--- config.mk ---
export PLATFORM = sky130hd
export DESIGN_NAME = avc_metablock_parser
export DESIGN_NICKNAME = d
export VERILOG_FILES = /design/src/design/amp_pkg.sv /design/src/design/amp_step.sv /design/src/design/amp_out_buf.sv /design/src/design/avc_metablock_parser.sv
export SDC_FILE = /design/constraint.sdc
export NUM_CORES = 1
export LEC_CHECK = 0
export BUFFER_PORTS_ARGS = -buffer_cell sky130_fd_sc_hd__buf_4
export CAP_MARGIN = 20
export CORE_MARGIN = 8
export CORE_UTILIZATION = 53
export DETAILED_ROUTE_END_ITERATION = 10
export PLACE_DENSITY = 0.82
export SLEW_MARGIN = 0
export SYNTH_ARGS = -nofsm -noshare
export SYNTH_HDL_FRONTEND = slang
export SYNTH_SLANG_ARGS = --single-unit
--- constraint.sdc ---
create_clock -name clk -period 37.7 [get_ports clk]
set_input_delay 3.77 -clock clk [delete_from_list [all_inputs] [get_ports clk]]
set_output_delay 3.77 -clock clk [all_outputs]
set_load 0.03 [all_outputs]
--- src/design/amp_pkg.sv ---
// Shared types, constants and helpers of the metablock parser.
`timescale 1ns / 1ps

package amp_pkg;

	localparam int LENGTH_BITS = 24;
	localparam int SIZE_BITS   = 30;
	localparam int LIMIT_BITS  = 16;

	localparam logic [5:0] MAX_QP       = 6'd51;
	localparam logic [7:0] QUALITY_CEIL = 8'd100;

	// Configuration register indexes
	localparam logic CFG_AVC444_MODE  = 1'b0;
	localparam logic CFG_REGION_LIMIT = 1'b1;

	// Error codes
	localparam logic [7:0] ERR_TRUNCATED     = 8'd0;
	localparam logic [7:0] ERR_REGION_LIMIT  = 8'd1;
	localparam logic [7:0] ERR_REGION_SPACE  = 8'd2;
	localparam logic [7:0] ERR_EMPTY_RECT    = 8'd3;
	localparam logic [7:0] ERR_QP_RANGE      = 8'd4;
	localparam logic [7:0] ERR_QUALITY_RANGE = 8'd5;
	localparam logic [7:0] ERR_NO_PAYLOAD    = 8'd6;
	localparam logic [7:0] ERR_SIZE_OVERRUN  = 8'd7;
	localparam logic [7:0] ERR_SIZE_MISMATCH = 8'd8;
	localparam logic [7:0] ERR_BAD_LAYOUT    = 8'd9;

	localparam logic [1:0] LAYOUT_DUAL = 2'd0;
	localparam logic [1:0] LAYOUT_LUMA = 2'd1;
	localparam logic [1:0] LAYOUT_AUX  = 2'd2;
	localparam logic [1:0] LAYOUT_BAD  = 2'd3;

	typedef enum logic [2:0] {
		PH_IDLE,
		PH_INFO,
		PH_COUNT,
		PH_RECT,
		PH_QP,
		PH_QUAL,
		PH_PAYLOAD
	} phase_t;

	typedef enum logic [2:0] {
		KIND_RECT    = 3'd0,
		KIND_QUANT   = 3'd1,
		KIND_PAYLOAD = 3'd2,
		KIND_LAYOUT  = 3'd3,
		KIND_ERROR   = 3'd4
	} kind_t;

	typedef struct packed {
		logic                  avc444_mode;
		logic [LIMIT_BITS-1:0] region_limit;
	} cfg_t;

	typedef struct packed {
		kind_t       kind;
		logic        substream;
		logic [15:0] region_index;
		logic [15:0] rect_left;
		logic [15:0] rect_top;
		logic [15:0] rect_right;
		logic [15:0] rect_bottom;
		logic [5:0]  quant_qp;
		logic        progressive_flag;
		logic [6:0]  quality;
		logic [7:0]  value;
	} res_t;

	typedef struct packed {
		logic out_full;
		logic skid_full;
	} buf_status_t;

	function automatic res_t make_result(kind_t kind, logic sub, logic [7:0] val);
		res_t r;
		r = '0;
		r.kind = kind;
		r.substream = sub;
		r.value = val;
		return r;
	endfunction

endpackage

--- src/design/amp_step.sv ---
// Parse state and the combinational step that consumes one message byte.
`timescale 1ns / 1ps

module amp_step
	import amp_pkg::*;
(
	input  logic                   clk,
	input  logic                   arst_n,
	input  logic                   accept,
	input  logic [7:0]             data_byte,
	input  logic                   first_of_message,
	input  logic [LENGTH_BITS-1:0] message_length,
	input  cfg_t                   cfg,
	output logic                   res_valid,
	output res_t                   res
);

	phase_t                 phase_q, e_phase, phase_n;
	logic [2:0]             pos_q, e_pos, pos_n;
	logic [7:0]             gather_q [7];
	logic [15:0]            total_q, total_n;
	logic [15:0]            counter_q, e_counter, counter_n;
	logic [LENGTH_BITS-1:0] blm_q, e_blm, blm_n;
	logic [LENGTH_BITS-1:0] bls_q, e_bls, bls_n;
	logic [7:0]             qp_q, qp_n;
	logic [1:0]             layout_q, e_layout, layout_n;
	logic                   sub_q, e_sub, sub_n;

	logic [LENGTH_BITS-1:0] len_eff, blm_dec, bls_dec, sub_len;
	logic                   sub_end;
	logic [31:0]            word;
	logic [SIZE_BITS-1:0]   size, rem_ext;
	logic [1:0]             layout;
	logic [19:0]            cnt10;
	logic [15:0]            l, t, r, bo, cnt_inc;

	always_comb begin
		len_eff = (message_length == '0) ? {{(LENGTH_BITS-1){1'b0}}, 1'b1} : message_length;

		// Start of a message overrides the held state
		e_phase   = phase_q;
		e_pos     = pos_q;
		e_counter = counter_q;
		e_blm     = blm_q;
		e_bls     = bls_q;
		e_layout  = layout_q;
		e_sub     = sub_q;
		if (first_of_message) begin
			e_phase   = cfg.avc444_mode ? PH_INFO : PH_COUNT;
			e_pos     = 3'd0;
			e_counter = '0;
			e_blm     = len_eff;
			e_bls     = len_eff;
			e_layout  = cfg.avc444_mode ? LAYOUT_DUAL : LAYOUT_LUMA;
			e_sub     = 1'b0;
		end

		phase_n   = e_phase;
		pos_n     = e_pos;
		total_n   = total_q;
		counter_n = e_counter;
		blm_n     = e_blm;
		bls_n     = e_bls;
		qp_n      = qp_q;
		layout_n  = e_layout;
		sub_n     = e_sub;
		res_valid = 1'b0;
		res       = '0;

		blm_dec = e_blm - 1'b1;
		bls_dec = e_bls - 1'b1;
		sub_end = (bls_dec == '0);
		word    = {data_byte, gather_q[2], gather_q[1], gather_q[0]};
		size    = word[SIZE_BITS-1:0];
		layout  = word[31:30];
		rem_ext = {{(SIZE_BITS-LENGTH_BITS){1'b0}}, blm_dec};
		cnt10   = ({4'd0, word[15:0]} << 3) + ({4'd0, word[15:0]} << 1);
		l       = {gather_q[1], gather_q[0]};
		t       = {gather_q[3], gather_q[2]};
		r       = {gather_q[5], gather_q[4]};
		bo      = {data_byte, gather_q[6]};
		cnt_inc = e_counter + 16'd1;
		sub_len = (layout == LAYOUT_DUAL) ? size[LENGTH_BITS-1:0] : blm_dec;

		if (e_phase == PH_IDLE) begin
			phase_n = PH_IDLE;
		end else if (e_blm == '0) begin
			phase_n = PH_IDLE;
		end else begin
			blm_n = blm_dec;
			if (e_phase == PH_INFO) begin
				pos_n = e_pos + 3'd1;
				if (e_pos != 3'd3) begin
					if (blm_dec == '0) begin
						phase_n   = PH_IDLE;
						res_valid = 1'b1;
						res       = make_result(KIND_ERROR, e_sub, ERR_TRUNCATED);
					end
				end else begin
					res_valid = 1'b1;
					phase_n   = PH_IDLE;
					if (layout == LAYOUT_BAD) begin
						res = make_result(KIND_ERROR, e_sub, ERR_BAD_LAYOUT);
					end else if (layout == LAYOUT_DUAL && size > rem_ext) begin
						res = make_result(KIND_ERROR, e_sub, ERR_SIZE_OVERRUN);
					end else if (layout == LAYOUT_LUMA && size != rem_ext) begin
						res = make_result(KIND_ERROR, e_sub, ERR_SIZE_MISMATCH);
					end else if (layout == LAYOUT_AUX && size != '0 && size != rem_ext) begin
						res = make_result(KIND_ERROR, e_sub, ERR_SIZE_MISMATCH);
					end else if (sub_len == '0) begin
						res = make_result(KIND_ERROR, e_sub, ERR_TRUNCATED);
					end else begin
						layout_n = layout;
						bls_n    = sub_len;
						pos_n    = 3'd0;
						phase_n  = PH_COUNT;
						res      = make_result(KIND_LAYOUT, e_sub, {6'd0, layout});
					end
				end
			end else if (e_bls == '0) begin
				phase_n = PH_IDLE;
			end else begin
				bls_n = bls_dec;
				case (e_phase)
					PH_COUNT: begin
						pos_n = e_pos + 3'd1;
						if (e_pos != 3'd3) begin
							if (sub_end) begin
								phase_n   = PH_IDLE;
								res_valid = 1'b1;
								res       = make_result(KIND_ERROR, e_sub, ERR_TRUNCATED);
							end
						end else if (word[31:16] != '0 || word[15:0] > cfg.region_limit) begin
							phase_n   = PH_IDLE;
							res_valid = 1'b1;
							res       = make_result(KIND_ERROR, e_sub, ERR_REGION_LIMIT);
						end else if ({4'd0, cnt10} > bls_dec) begin
							phase_n   = PH_IDLE;
							res_valid = 1'b1;
							res       = make_result(KIND_ERROR, e_sub, ERR_REGION_SPACE);
						end else begin
							counter_n = '0;
							pos_n     = 3'd0;
							total_n   = word[15:0];
							if (word[15:0] != '0) begin
								phase_n = PH_RECT;
							end else if (sub_end) begin
								phase_n   = PH_IDLE;
								res_valid = 1'b1;
								res       = make_result(KIND_ERROR, e_sub, ERR_NO_PAYLOAD);
							end else begin
								phase_n = PH_PAYLOAD;
							end
						end
					end
					PH_RECT: begin
						pos_n = e_pos + 3'd1;
						if (e_pos != 3'd7) begin
							if (sub_end) begin
								phase_n   = PH_IDLE;
								res_valid = 1'b1;
								res       = make_result(KIND_ERROR, e_sub, ERR_TRUNCATED);
							end
						end else if (l >= r || t >= bo) begin
							phase_n   = PH_IDLE;
							res_valid = 1'b1;
							res       = make_result(KIND_ERROR, e_sub, ERR_EMPTY_RECT);
						end else if (sub_end) begin
							phase_n   = PH_IDLE;
							res_valid = 1'b1;
							res       = make_result(KIND_ERROR, e_sub, ERR_TRUNCATED);
						end else begin
							res_valid        = 1'b1;
							res              = make_result(KIND_RECT, e_sub, 8'd0);
							res.region_index = e_counter;
							res.rect_left    = l;
							res.rect_top     = t;
							res.rect_right   = r;
							res.rect_bottom  = bo;
							pos_n            = 3'd0;
							counter_n        = cnt_inc;
							if (cnt_inc == total_q) begin
								counter_n = '0;
								phase_n   = PH_QP;
							end
						end
					end
					PH_QP: begin
						qp_n    = data_byte;
						phase_n = PH_QUAL;
						if (sub_end) begin
							phase_n   = PH_IDLE;
							res_valid = 1'b1;
							res       = make_result(KIND_ERROR, e_sub, ERR_TRUNCATED);
						end
					end
					PH_QUAL: begin
						res_valid = 1'b1;
						if (qp_q[5:0] > MAX_QP) begin
							phase_n = PH_IDLE;
							res     = make_result(KIND_ERROR, e_sub, ERR_QP_RANGE);
						end else if (data_byte > QUALITY_CEIL) begin
							phase_n = PH_IDLE;
							res     = make_result(KIND_ERROR, e_sub, ERR_QUALITY_RANGE);
						end else if (sub_end) begin
							phase_n = PH_IDLE;
							res     = make_result(KIND_ERROR, e_sub, ERR_NO_PAYLOAD);
						end else begin
							res                  = make_result(KIND_QUANT, e_sub, 8'd0);
							res.region_index     = e_counter;
							res.quant_qp         = qp_q[5:0];
							res.progressive_flag = qp_q[7];
							res.quality          = data_byte[6:0];
							counter_n            = cnt_inc;
							phase_n              = (cnt_inc == total_q) ? PH_PAYLOAD : PH_QP;
						end
					end
					PH_PAYLOAD: begin
						res_valid = 1'b1;
						res       = make_result(KIND_PAYLOAD, e_sub, data_byte);
						if (sub_end) begin
							if (e_layout == LAYOUT_DUAL && !e_sub) begin
								if (blm_dec == '0) begin
									phase_n = PH_IDLE;
									res     = make_result(KIND_ERROR, e_sub, ERR_TRUNCATED);
								end else begin
									sub_n   = 1'b1;
									bls_n   = blm_dec;
									pos_n   = 3'd0;
									phase_n = PH_COUNT;
								end
							end else begin
								phase_n = PH_IDLE;
							end
						end
					end
					default: begin
						phase_n = PH_IDLE;
					end
				endcase
			end
		end
	end

	always_ff @(posedge clk or negedge arst_n) begin
		if (!arst_n) begin
			phase_q   <= PH_IDLE;
			pos_q     <= 3'd0;
			total_q   <= '0;
			counter_q <= '0;
			blm_q     <= '0;
			bls_q     <= '0;
			qp_q      <= '0;
			layout_q  <= '0;
			sub_q     <= 1'b0;
		end else if (accept) begin
			phase_q   <= phase_n;
			pos_q     <= pos_n;
			total_q   <= total_n;
			counter_q <= counter_n;
			blm_q     <= blm_n;
			bls_q     <= bls_n;
			qp_q      <= qp_n;
			layout_q  <= layout_n;
			sub_q     <= sub_n;
		end
	end

	// Field bytes land in their lane; the last byte of a field is used straight from the input
	always_ff @(posedge clk) begin
		if (accept && e_pos != 3'd7) begin
			gather_q[e_pos] <= data_byte;
		end
	end

endmodule

--- src/design/amp_out_buf.sv ---
// Result register with one skid entry behind it.
`timescale 1ns / 1ps

module amp_out_buf
	import amp_pkg::*;
(
	input  logic        clk,
	input  logic        arst_n,
	input  logic        push,
	input  res_t        push_data,
	input  logic        pop_stall,
	output logic        pop_valid,
	output res_t        pop_data,
	output buf_status_t status
);

	logic out_v_q, skid_v_q, out_v_n, skid_v_n;
	res_t out_q, skid_q;
	logic drain, load_from_skid, load_from_in, load_skid;

	always_comb begin
		drain          = out_v_q && !pop_stall;
		load_from_skid = skid_v_q && drain;
		load_from_in   = !skid_v_q && push && (!out_v_q || drain);
		load_skid      = !skid_v_q && push && out_v_q && !drain;
		out_v_n        = out_v_q;
		skid_v_n       = skid_v_q;
		if (load_from_skid) begin
			skid_v_n = 1'b0;
		end else if (load_from_in || load_skid) begin
			out_v_n  = 1'b1;
			skid_v_n = load_skid;
		end else if (drain) begin
			out_v_n = 1'b0;
		end
	end

	always_ff @(posedge clk or negedge arst_n) begin
		if (!arst_n) begin
			out_v_q  <= 1'b0;
			skid_v_q <= 1'b0;
		end else begin
			out_v_q  <= out_v_n;
			skid_v_q <= skid_v_n;
		end
	end

	always_ff @(posedge clk) begin
		if (load_from_skid) begin
			out_q <= skid_q;
		end else if (load_from_in) begin
			out_q <= push_data;
		end
		if (load_skid) begin
			skid_q <= push_data;
		end
	end

	assign pop_valid        = out_v_q;
	assign pop_data         = out_q;
	assign status.out_full  = out_v_q;
	assign status.skid_full = skid_v_q;

endmodule

--- src/design/avc_metablock_parser.sv ---
// Top level of the AVC420/AVC444 metablock parser.
`timescale 1ns / 1ps

// Channel   Handshake                   Payload
// item      item_valid / item_stall     data_byte, first_of_message, message_length
// result    result_valid / result_stall result_kind .. value (one item per result)
// config    wr_en                       wr_index, wr_data
//
// One byte is parsed per cycle while item_stall is low; the parse step is pure
// logic between parse state and result registers, so items flow back to back.
// Results wait in an output register plus one skid entry; item_stall rises only
// while the skid entry holds a result, and drops as soon as the output drains.
// Reset (arst_n low) returns the parser to idle, empties both result entries and
// loads avc444_mode = 0, region_limit = 1024. No clearing pass is needed.

module avc_metablock_parser
	import amp_pkg::*;
(
	input  logic                   clk,
	input  logic                   arst_n,
	// item channel
	input  logic                   item_valid,
	output logic                   item_stall,
	input  logic [7:0]             data_byte,
	input  logic                   first_of_message,
	input  logic [LENGTH_BITS-1:0] message_length,
	// result channel
	output logic                   result_valid,
	input  logic                   result_stall,
	output logic [2:0]             result_kind,
	output logic                   substream,
	output logic [15:0]            region_index,
	output logic [15:0]            rect_left,
	output logic [15:0]            rect_top,
	output logic [15:0]            rect_right,
	output logic [15:0]            rect_bottom,
	output logic [5:0]             quant_qp,
	output logic                   progressive_flag,
	output logic [6:0]             quality,
	output logic [7:0]             value,
	// configuration write port
	input  logic                   wr_en,
	input  logic                   wr_index,
	input  logic [LIMIT_BITS-1:0]  wr_data
);

	cfg_t        cfg_q;
	logic        accept;
	logic        step_valid;
	res_t        step_res;
	res_t        out_res;
	buf_status_t buf_status;

	// Configuration registers: user writes only while the parser is idle, unenforced
	always_ff @(posedge clk or negedge arst_n) begin
		if (!arst_n) begin
			cfg_q.avc444_mode  <= 1'b0;
			cfg_q.region_limit <= 16'd1024;
		end else if (wr_en) begin
			case (wr_index)
				CFG_AVC444_MODE:  cfg_q.avc444_mode  <= wr_data[0];
				CFG_REGION_LIMIT: cfg_q.region_limit <= wr_data;
				default: ;
			endcase
		end
	end

	// Take an item whenever the skid entry is free
	assign item_stall = buf_status.skid_full;
	assign accept     = item_valid && !item_stall;

	amp_step u_step (
		.clk              (clk),
		.arst_n           (arst_n),
		.accept           (accept),
		.data_byte        (data_byte),
		.first_of_message (first_of_message),
		.message_length   (message_length),
		.cfg              (cfg_q),
		.res_valid        (step_valid),
		.res              (step_res)
	);

	// Push only results of accepted items; drop the rest
	amp_out_buf u_out_buf (
		.clk       (clk),
		.arst_n    (arst_n),
		.push      (accept && step_valid),
		.push_data (step_res),
		.pop_stall (result_stall),
		.pop_valid (result_valid),
		.pop_data  (out_res),
		.status    (buf_status)
	);

	assign result_kind      = out_res.kind;
	assign substream        = out_res.substream;
	assign region_index     = out_res.region_index;
	assign rect_left        = out_res.rect_left;
	assign rect_top         = out_res.rect_top;
	assign rect_right       = out_res.rect_right;
	assign rect_bottom      = out_res.rect_bottom;
	assign quant_qp         = out_res.quant_qp;
	assign progressive_flag = out_res.progressive_flag;
	assign quality          = out_res.quality;
	assign value            = out_res.value;

	// A stalled input means both result entries are occupied
	a_stall_needs_result: assert property (@(posedge clk) disable iff (!arst_n)
		item_stall |-> result_valid)
		else $error("item stall without a pending result");

	// The skid entry empties as soon as the output drains
	a_skid_drains: assert property (@(posedge clk) disable iff (!arst_n)
		(item_stall && !result_stall) |=> !item_stall)
		else $error("skid entry held after output drained");

	// Rectangles reaching the output are never empty
	a_rect_nonempty: assert property (@(posedge clk) disable iff (!arst_n)
		(result_valid && result_kind == KIND_RECT) |->
		(rect_left < rect_right && rect_top < rect_bottom))
		else $error("empty rectangle delivered");

	// Quant values reaching the output are in range
	a_quant_range: assert property (@(posedge clk) disable iff (!arst_n)
		(result_valid && result_kind == KIND_QUANT) |->
		(quant_qp <= MAX_QP && {1'b0, quality} <= QUALITY_CEIL))
		else $error("quant values out of range delivered");

endmodule

# Yosys cells after proc, flatten, opt, wreduce, memory -nomap -nowiden
# Memories as Yosys holds them, arrays and structs flattened.
# Cells that the tools add are included.
# W data, S select, Z words.
[classes]
bitwise = 9
mux = 157
n_eq_ne = 13
magnitude_cmp = 7
add_sub_neg = 5
reduce_logical = 44
[ops]
columns = ["cell", "n"]
rows = [
  ["$mux W106", 28],
  ["$pmux W106 S5", 1],
  ["$mux W24", 20],
  ["$mux W16", 15],
  ["$logic_not A24 Y1", 6],
  ["$mux W3", 46],
  ["$pmux W16 S3", 1],
  ["$sub A24 B1 Y24 const B", 2],
  ["$ge A16 B16 Y1", 2],
  ["$reduce_bool A16 Y1", 2],
  ["$gt A30 B24 Y1", 1],
  ["$mux W2", 15],
  ["$ne A30 B24 Y1", 1],
  ["$reduce_bool A30 Y1", 1],
  ["$mux W1", 28],
  ["$gt A20 B24 Y1", 1],
  ["$add A19 B17 Y20", 1],
  ["$add A16 B1 Y16 const B", 1],
  ["$eq A16 B16 Y1", 1],
  ["$gt A16 B16 Y1", 1],
  ["$pmux W3 S5", 1],
  ["$logic_and A1 B1 Y1", 14],
  ["$eq A3 B3 Y1 const B", 3],
  ["$not A1 Y1", 9],
  ["other kinds (20)", 34],
]
[word_totals]
input_bits = 55
regBits = 328
output_inout_bits = 108
mem_count = 1
mem_bits_rw = 56
[mem_list]
columns = ["memory", "depth", "width", "rd", "rd_clocked_by_memory_dff", "wr", "line_no", "text"]
rows = [
  ["u_step.gather_q", 7, 8, 7, 0, 1, "amp_step.sv:20", "logic [7:0] gather_q [7];"],
]

# Depth between registers and ports, before layout
# Gate-level depths: netlist of the first run.
[depth]
word_depth = 22
mapped_depth = 30
depth_no_buf = 25

# Cells and area by module
# Synthesis of the first run repeated with hierarchy kept, for this count alone.
[unflattened]
cells_unflattened = 2129
hier_area_um2 = 23386.2
[modules_own_cells]
columns = ["module", "seq_area_each_um2", "instances", "cells_each", "area_per_inst_um2"]
rows = [
  ["amp_step", 4083.9, 1, 1746, 14760.4],
  ["amp_out_buf", 6416.2, 1, 344, 7920.1],
  ["avc_metablock_parser", 426.7, 1, 39, 705.7],
]

# Least setup slack after synthesis of the first run
# OpenSTA, ideal clock, no wires.
[synth_timing]
path_kind = "input port to flip-flop"
from = "in first_of_message"
to = "reg u_out_buf.skid_q[0] (netlist name), enable pin"
stages = 25
required_ns = 36.999
setup_slack_ns = 21.333
t_arrival_ns = 15.666
n_path_buf = 7
path_cell_list = "buf_6 -> buf_6 -> buf_6 -> buf_4 -> buf_2 -> buf_2 -> buf_1 -> mux2i_1 -> ha_1 -> o221ai_2 -> nor4_4 -> a31oi_1 -> or2_2 -> ha_1 -> nand4_1 -> nor3_1 -> nand2_1 -> a311oi_1 -> a221o_1 -> nand4b_1 -> a21oi_1 -> a21oi_1 -> a41o_1 -> and2_1 -> nor3_1"
[synth_between]
elab_chain_cells = 17
word_cells_on_any_way = 38
classes_between = "add/sub (2); order compare (1); eq/ne (8); mux (17); reduce/logical (10)"
[synth_rtl]
columns = ["element", "line_no", "text"]
rows = [
  ["start: declaration", "avc_metablock_parser.sv:25", "input logic first_of_message,"],
  ["parallel branches: the longest is 12 deep, another holds $sub A24 B1 Y24", "n/a", ""],
  ["$mux W1 (*)", "amp_step.sv:85", "if (e_phase == PH_IDLE) begin"],
  ["$logic_and A1 B1 Y1 (*)", "avc_metablock_parser.sv:88", ".push (accept && step_valid),"],
  ["$logic_and A1 B1 Y1 (*) (3 in series)", "amp_out_buf.sv:25", "load_skid = !skid_v_q && push && out_v_q && !drain;"],
  ["net u_out_buf.load_skid", "amp_out_buf.sv:19", "logic drain, load_from_skid, load_from_in, load_skid;"],
  ["end signal: assignment", "amp_out_buf.sv:55", "skid_q <= push_data;"],
  ["end: declaration", "amp_out_buf.sv:18", "res_t out_q, skid_q;"],
]
# Mark *: on every way through the listed nets, which the timed path passes.
# A chain may end at the register's enable or synchronous reset.

# Final worst setup path of the first run
[layout_timing]
from = "in first_of_message"
to = "reg u_out_buf.skid_q[46] (netlist name), enable pin"
# The elaborated chain is that of the path after synthesis.

==> summary.md, run 1 <==
| Metric | Value |
|---|---|
| Avg Cell Area, Syn | 10.7 sq um |
| Final #Nets | around 2500 |
| Die W | approximately 220 um |
| Seq cells post-synth | approximately 380 |
| Final Cell Area | between 0.02 and 0.03 sq mm |
| Synth Flop Type | edfxtp_1 |
| Seq/Total Area, Yosys | between 40% and 50% |
| Tot GR Track Use | between 30% and 40% |
| # rows | between 70 and 80 |
| # fillers | 3390 |
| CTS tree | yes |
| Crit share post-route | a little over a quarter |
| Routed Antenna Nets | 0 |
| Required time of the worst setup path | around 38000 ps |
| Leak | roughly 10 nW |
| Reg power frac | between 40% and 50% |
| Syn_nets | about 2300 |
| Critical-path maximum fanout | just under 80 |
| Resized Gates After CTS | 0 |
| Power Total | ~0.0011 W |
| Htree depth | 2 |
| Final setup skew | ~26 ps |
| # IOs | roughly 160 |
| Unrepaired setup endpoints after global routing | no |
| Syn Inst Count | roughly 2200 |
| Actual slew at the worst max-slew pin | roughly 1100 ps |
| Worst Hold Class | reg -> reg |
| Post CTS Setup Buffer Count | 0 |
| Vias in the first global route | between 15000 and 20000 |
| Share of layout cells above drive strength 1 | about 20% |
| Die area | slightly above 0.05 sq mm |
| Pin count of the biggest net entering global routing | around 140 |
| Input/output buffers | 162 |
| Area Growth Syn to Fin | 14.0% |
| Finish-stage setup viols | 0 |
| Detailed Place HPWL | 58700 um |
| Switching power | between 0.0003 and 0.0004 W |
| Worst skew pair latency | between 600 and 700 ps |
| CP Class | in -> reg |
| Cell Pwr Density | around 43 mW/mm^2 |
| Placer Congestion | ~1.0 |
| Max-slew violation count | 0 |
| First-pass GRT wire length | 121000 um |
| Final-report hold violation count | 0 |
| Switching Fraction | between 30% and 40% |
| Status | finished, final reports clean |
| CTS Buf Count | 42 |
| Setup TNS | 0 ps |
| Logic pwr share | 20.2% |
| Yosys cell types | between 100 and 150 |
| Routed WL per cell | between 20 and 30 um |
| Drt pass-1 iters | 6 |
| Max Cap Viol | 0 |
| Initial DRC count | ~2300 |
| Vias | ~19000 |
| Normalized max-slew margin | 24.6% |
| Synth top area share | between 30% and 40% |
| Clock network fraction of total power | 35.8% |
| Global route overflow | 0 |
| Worst EP arrival | 10430 ps |
| Internal | 0.000763 W |
| DRC errors left | 0 |
| Largest cells by area after synthesis | edfxtp_1, dfrtp_1, mux2_2 |
| Clk buf depth | 3 |
| Placeable Area | between 0.04 and 0.05 sq mm |
| Worst vdd ir | between 0.03 and 0.04 mV |
| CTS Sinks | between 300 and 400 |
| Reg clk slew, reported paths | ~60 ps |
| Die H | ~220 um |
| Ys Warns | 0 |
| CTS root buf | clkbuf_16 |
| Critical Path Sink Type | flip-flop |
| EDFF count, synth | between 200 and 300 |
| Asr flop ratio synth | between 30 and 40% |
| CTS Hold Buffers Added | 0 |
| Initial core utilization | between 50% and 60% |
| WL final | about 81000 um |
| Crit path launch type | input port |
| Placed cell areas | 0.0249 sq mm |
| Initial antenna violation count | 5 |
| Highest Clock Rate | ~0.098 GHz |
| Mapped cell area | between 0.02 and 0.025 sq mm |
| Min Tclk post-route | between 10000 and 15000 ps |
| Avg Vias per Cell | 6.56 |
| Area leader, netlist | edfxtp_1 |
layout make-up:
class                      instances  area (sq um)  area share, %
multi-input combinational       1575         11400           43.2
sequential                       383         10900           41.6
timing repair buffer             204          1560           5.92
clock buffer                      48          1080           4.12
tap                              585           732           2.78
inverter                         101           379           1.44
clock inverter                    27           245          0.933
antenna                            6          15.0         0.0571
critical path, stage by stage:
cell and delay [ps]:
buf_6 280, inv_1 350, buf_4 330, nor4_2 380, o21a_1 480, o211ai_1 190
nor3b_1 540, xor2_1 170, ha_1 340, nand4_1 170, nor3_1 230, nand2_1 80
a311oi_1 210, a221o_1 230, nand4b_1 260, a21oi_1 240, a21oi_1 80, a41o_1 310
and2_1 230, nor3_2 180, buf_4 370, buf_4 840
power groups by stage:
stage,Combinational [W],Sequential [W],Clock [W]
after floorplan,0.000137,0.000489,0
after global placement,0.000217,0.000502,0
after detailed placement,0.000219,0.000501,0
after CTS,0.000220,0.000493,0.000408
after global routing,0.000242,0.000496,0.000424
final,0.000227,0.000495,0.000404
final timing paths:
kind | from | to | slack, ps | cells after the start
hold reg to reg | u_step.qp_q[0]$_DFFE_PN0P_ | u_step.qp_q[0]$_DFFE_PN0P_ | 490 | 2
setup / recovery | first_of_message | u_out_buf.skid_q[46]$_DFFE_PP_ | 27500 | 22
hold / removal | u_step.qp_q[0]$_DFFE_PN0P_ | u_step.qp_q[0]$_DFFE_PN0P_ | 490 | 2
max in group asynchronous | arst_n | cfg_q[10]$_DFFE_PN1P_ | 33170 | 3
min in group asynchronous | arst_n | u_step.bls_q[12]$_DFFE_PN0P_ | 3170 | 1
setup reg to reg | u_step.gather_q[0][3]$_DFFE_PP_ | u_out_buf.skid_q[46]$_DFFE_PP_ | 29830 | 26
layout by cell type (no fill, tap or decap), types with 10 or more instances in the layout:
cell	netlist	routed
a211oi_1	12	12
a21boi_0	13	13
a21o_1	28	28
a21oi_1	91	91
a22oi_1	15	15
a31oi_1	23	22
and2_1	95	95
and3_1	10	10
buf_4	2	198
clkbuf_16	0	42
dfrtp_1	114	114
edfxtp_1	268	268
ha_1	113	113
inv_1	99	99
mux2_2	134	134
mux2i_1	49	49
nand2_1	162	162
nand2b_1	21	19
nand3_1	50	50
nand4_1	35	35
nor2_1	119	119
nor2b_1	20	19
nor3_1	50	49
nor3b_1	15	15
nor4_1	35	35
o211ai_1	23	23
o21a_1	15	14
o21ai_0	138	138
o22ai_1	12	12
o31ai_1	13	13
or2_2	13	13
or3_1	16	16
xnor2_1	57	57
xor2_1	25	25
per-layer routing:
| metal | track usage, % | part of all wire (%) | wire (um) | vias up |
|---|---|---|---|---|
| li1 | - | - | - | 8398 |
| met1 | 40.9 | 40 | 32300 | 9449 |
| met2 | 50.8 | 46 | 37600 | 1099 |
| met3 | 6.06 | 8.5 | 6920 | 274 |
| met4 | 15.9 | 5.7 | 4620 | 4 |
| met5 | 0 | 0.031 | 25 | - |
cell families (layout without fill, tap and decap cells):
family                   after synthesis  in the layout  share of synthesized area [%]
buffers and inverters                198            380                           3.56
XOR/XNOR                              85             85                           3.33
adder cells (fa/ha/maj)              114            114                           6.22
multiplexers                         184            184                           8.73
other                                  0              6                              0
AO/OA/AOI/OAI                        486            486                           13.8
flip-flops                           383            383                           47.4
AND/OR/NAND/NOR                      706            706                           16.9
synth_stat cells (all sizes together), types with 7 or more instances:
master and instances:
o211ai 23, mux2 134, dfrtp 114, a22oi 15, o21ai 144, a21boi 15
o32ai 7, a211oi 13, ha 113, edfxtp 268, or3 17, nand2b 21
nor2b 20, and3 10, o221ai 10, buf 27, o22ai 13, xnor2 59
nand3 50, inv 100, mux2i 50, nor3b 17, and2 95, a21oi 91
nor4 47, nand4 35, o31ai 13, a21o 28, clkbuf 70, or2 16
xor2 26, o21a 15, a31oi 23, a22o 7, or4 10, nor3 52
nand2 162, nor4b 7, nor2 120
metrics by stage:
step                util (%)  setup slack [ps]  cells  hold slack [ps]
finish                  61.2             27500   2929              488
global route            61.1             27170   2923              519
CTS                     61.1             27700   2920              491
detailed placement      58.0             27060   2845              477
global placement        57.9             27140   2844              459
floorplan                  -             21330   2156              442
sequential cells by signal, indices dropped and copies added, names as in the netlist, 3 cells and up:
register and flops:
u_step.total_q 16, u_out_buf.pop_data 106, u_step.phase_q 3, u_step.blm_q 24
u_step.pos_q 3, u_out_buf.skid_q 106, u_step.gather_q 56, u_step.bls_q 24
cfg_q 17, u_step.qp_q 7, u_step.counter_q 16
No activity file was read; power rests on OpenSTA's default activity.
==> run 2: changes to the inputs <==
PLACE_DENSITY = 0.85   (was 0.82)
clock period = 8.3 ns   (was 37.7 ns; I/O delays follow)
==> run 2 against run 1 <==
Register-to-register slack worse by 29000 ps. Worst hold slack got worse by 240 ps. Power increased to 4.7 times the previous value. Non-clock buffer count grew 15. Via count about the same. Critical path depth increased by 4. Clock power rose to 5.1 times the previous value. Final cell count is 0.38% higher. First-iteration DRC count increased by 1.6%.
==> summary.md, run 2 (synthesis results as in run 1) <==
| Metric | Value |
|---|---|
| RR Startpoint | u_step.gather_q[0][2]$_DFFE_PP_ |
| Routed Antenna Nets | 0 |
| Inst Count DP | around 2900 |
| # rows | 76 |
| Highest Clock Rate | about 0.14 GHz |
| Unrepaired setup endpoints after global routing | no |
| Critical Path Sink Type | flip-flop |
| Avg Vias per Cell | ~6.5 |
| Initial DRC count | roughly 2300 |
| Worst vdd ir | roughly 0.13 mV |
| Setup TNS | 0 ps |
| Die area | between 0.05 and 0.06 sq mm |
| Initial core utilization | a little over half |
| Worst skew pair latency | ~600 ps |
| Commonest non-fill, non-tap cell in the layout | edfxtp_1 |
| WL final | ~79000 um |
| CTS Sinks | roughly 380 |
| Worst reg2reg setup slack | around 1300 ps |
| Hold_ws | between 200 and 250 ps |
| Detailed Place HPWL | around 57000 um |
| Max Cap Viol | 0 |
| Max-slew violation count | 0 |
| Placed cell areas | between 0.02 and 0.03 sq mm |
| Required time of the worst setup path | between 8000 and 9000 ps |
| Cell family with most CP delay | compound AO/OA/AOI/OAI gates |
| CP dominant cell by count | a21oi_1 |
| Placeable Area | ~0.043 sq mm |
| Pin count of the biggest net entering global routing | 107 |
| RR Endpoint | u_out_buf.pop_data[30]$_DFFE_PP_ |
| Routed WL per cell | between 20 and 30 um |
| Crit path launch type | flip-flop |
| Worst path bufs/invs | 1 |
| Resized Gates After CTS | 0 |
| Area Growth Syn to Fin | 15.4% |
| Reg clk slew, reported paths | about 60 ps |
| First-pass GRT wire length | between 100000 and 150000 um |
| Min Tclk post-route | approximately 7000 ps |
| Crit-path max cell delay | 700 ps |
| Final setup skew | around 23 ps |
| Status | finished, final reports clean |
| Input/output buffers | 162 |
| Worst Hold Class | in -> async |
| Die W | about 220 um |
| Initial antenna violation count | 3 |
| # IOs | roughly 160 |
| Actual slew at the worst max-slew pin | 1230 ps |
| Clk buf depth | 3 |
| Leak | 10.6 nW |
| Crit share post-route | 84.2% |
| CTS root buf | clkbuf_16 |
| Final #Nets | 2490 |
| Slowest stage cell on the critical path | edfxtp_1 |
| Die H | approximately 220 um |
| Cell Pwr Density | 200 mW/mm^2 |
| CTS tree | yes |
| Share of layout cells above drive strength 1 | roughly a fifth |
| Vias in the first global route | 18800 |
| Worst EP arrival | 7280 ps |
| Normalized max-slew margin | between 10% and 20% |
| CTS Buf Count | 41 |
| Tot GR Track Use | approximately 31% |
| Non-filler instance count after layout | between 2000 and 3000 |
| Final Cell Area | 0.0266 sq mm |
| Finish-stage setup viols | 0 |
| Placer Congestion | just over 1 |
| CTS Hold Buffers Added | 0 |
| Drt pass-1 iters | 6 |
| CP Class | reg -> reg |
| Final-report hold violation count | 0 |
| R2r worst-path depth | 26 |
| Critical-path maximum fanout | 39 |
| DRC errors left | 0 |
| Htree depth | 2 |
| Global route overflow | 0 |
| Most frequent cells in the layout | edfxtp_1, buf_4, nand2_1 |
| Post CTS Setup Buffer Count | 0 |
| Vias | approximately 19000 |
[run 2: worst max-delay path by stage]
stage / startpoint / endpoint / slack (ps) / depth (start not counted)
finish: u_step.gather_q[0][2]$_DFFE_PP_ / u_out_buf.pop_data[30]$_DFFE_PP_ / 1310 / 26
global route: u_step.gather_q[0][2]$_DFFE_PP_ / u_out_buf.pop_data[54]$_DFFE_PP_ / 780 / 26
CTS: u_step.gather_q[0][2]$_DFFE_PP_ / u_out_buf.pop_data[30]$_DFFE_PP_ / 1390 / 26
detailed placement: first_of_message / u_out_buf.pop_data[22]$_DFFE_PP_ / 1290 / 21
global placement: first_of_message / u_out_buf.pop_data[26]$_DFFE_PP_ / 1380 / 21
floorplan: first_of_message / u_out_buf.skid_q[0]$_DFFE_PP_ / 40 / 25
[run 2: power by group]
group | switching (W) | internal, W | total, W
Sequential | 0.000136 | 0.00211 | 0.00225
Combinational | 0.000640 | 0.000361 | 0.00100
Clock | 0.000810 | 0.00126 | 0.00207
Total | 0.00159 | 0.00374 | 0.00532
[run 2: final cells by class]
| type | count | area [sq um] |
|---|---|---|
| diodes | 2 | 5.00 |
| clock buffers | 49 | 1060 |
| clock inverters | 26 | 459 |
| fillers | 3383 | 16400 |
| inverters | 101 | 379 |
| multi-input cells | 1575 | 11400 |
| flip-flops and latches | 383 | 10900 |
| well taps | 585 | 732 |
| repair buffers | 219 | 1690 |
[run 2: metrics by stage]
stage                     setup slack (ps)  total power (W)  utilization [%]
after floorplan                       39.3          0.00285                -
after global placement                1380          0.00323             58.2
after detailed placement              1290          0.00324             58.2
after CTS                             1390          0.00530             61.8
after global routing                   783          0.00550             61.9
final                                 1310          0.00532             61.9
[run 2: worst register-to-register path: cells and delay by family, from the launching register on]
kind,cells,cell delay (ps)
AOI/OAI and AO/OA,17,3620
adders and majority gates,3,1190
and+or+nand+nor,5,850
DFF,1,700
buffers and inverters,1,350
[run 2: metal layers]
| metal | vias up | share of wire (%) | GRT usage (%) |
|---|---|---|---|
| li1 | 8427 | - | - |
| met1 | 9429 | 39 | 38.9 |
| met2 | 1108 | 47 | 49.6 |
| met3 | 254 | 9.3 | 6.60 |
| met4 | 0 | 5.3 | 15.8 |
| met5 | - | 0 | 0 |
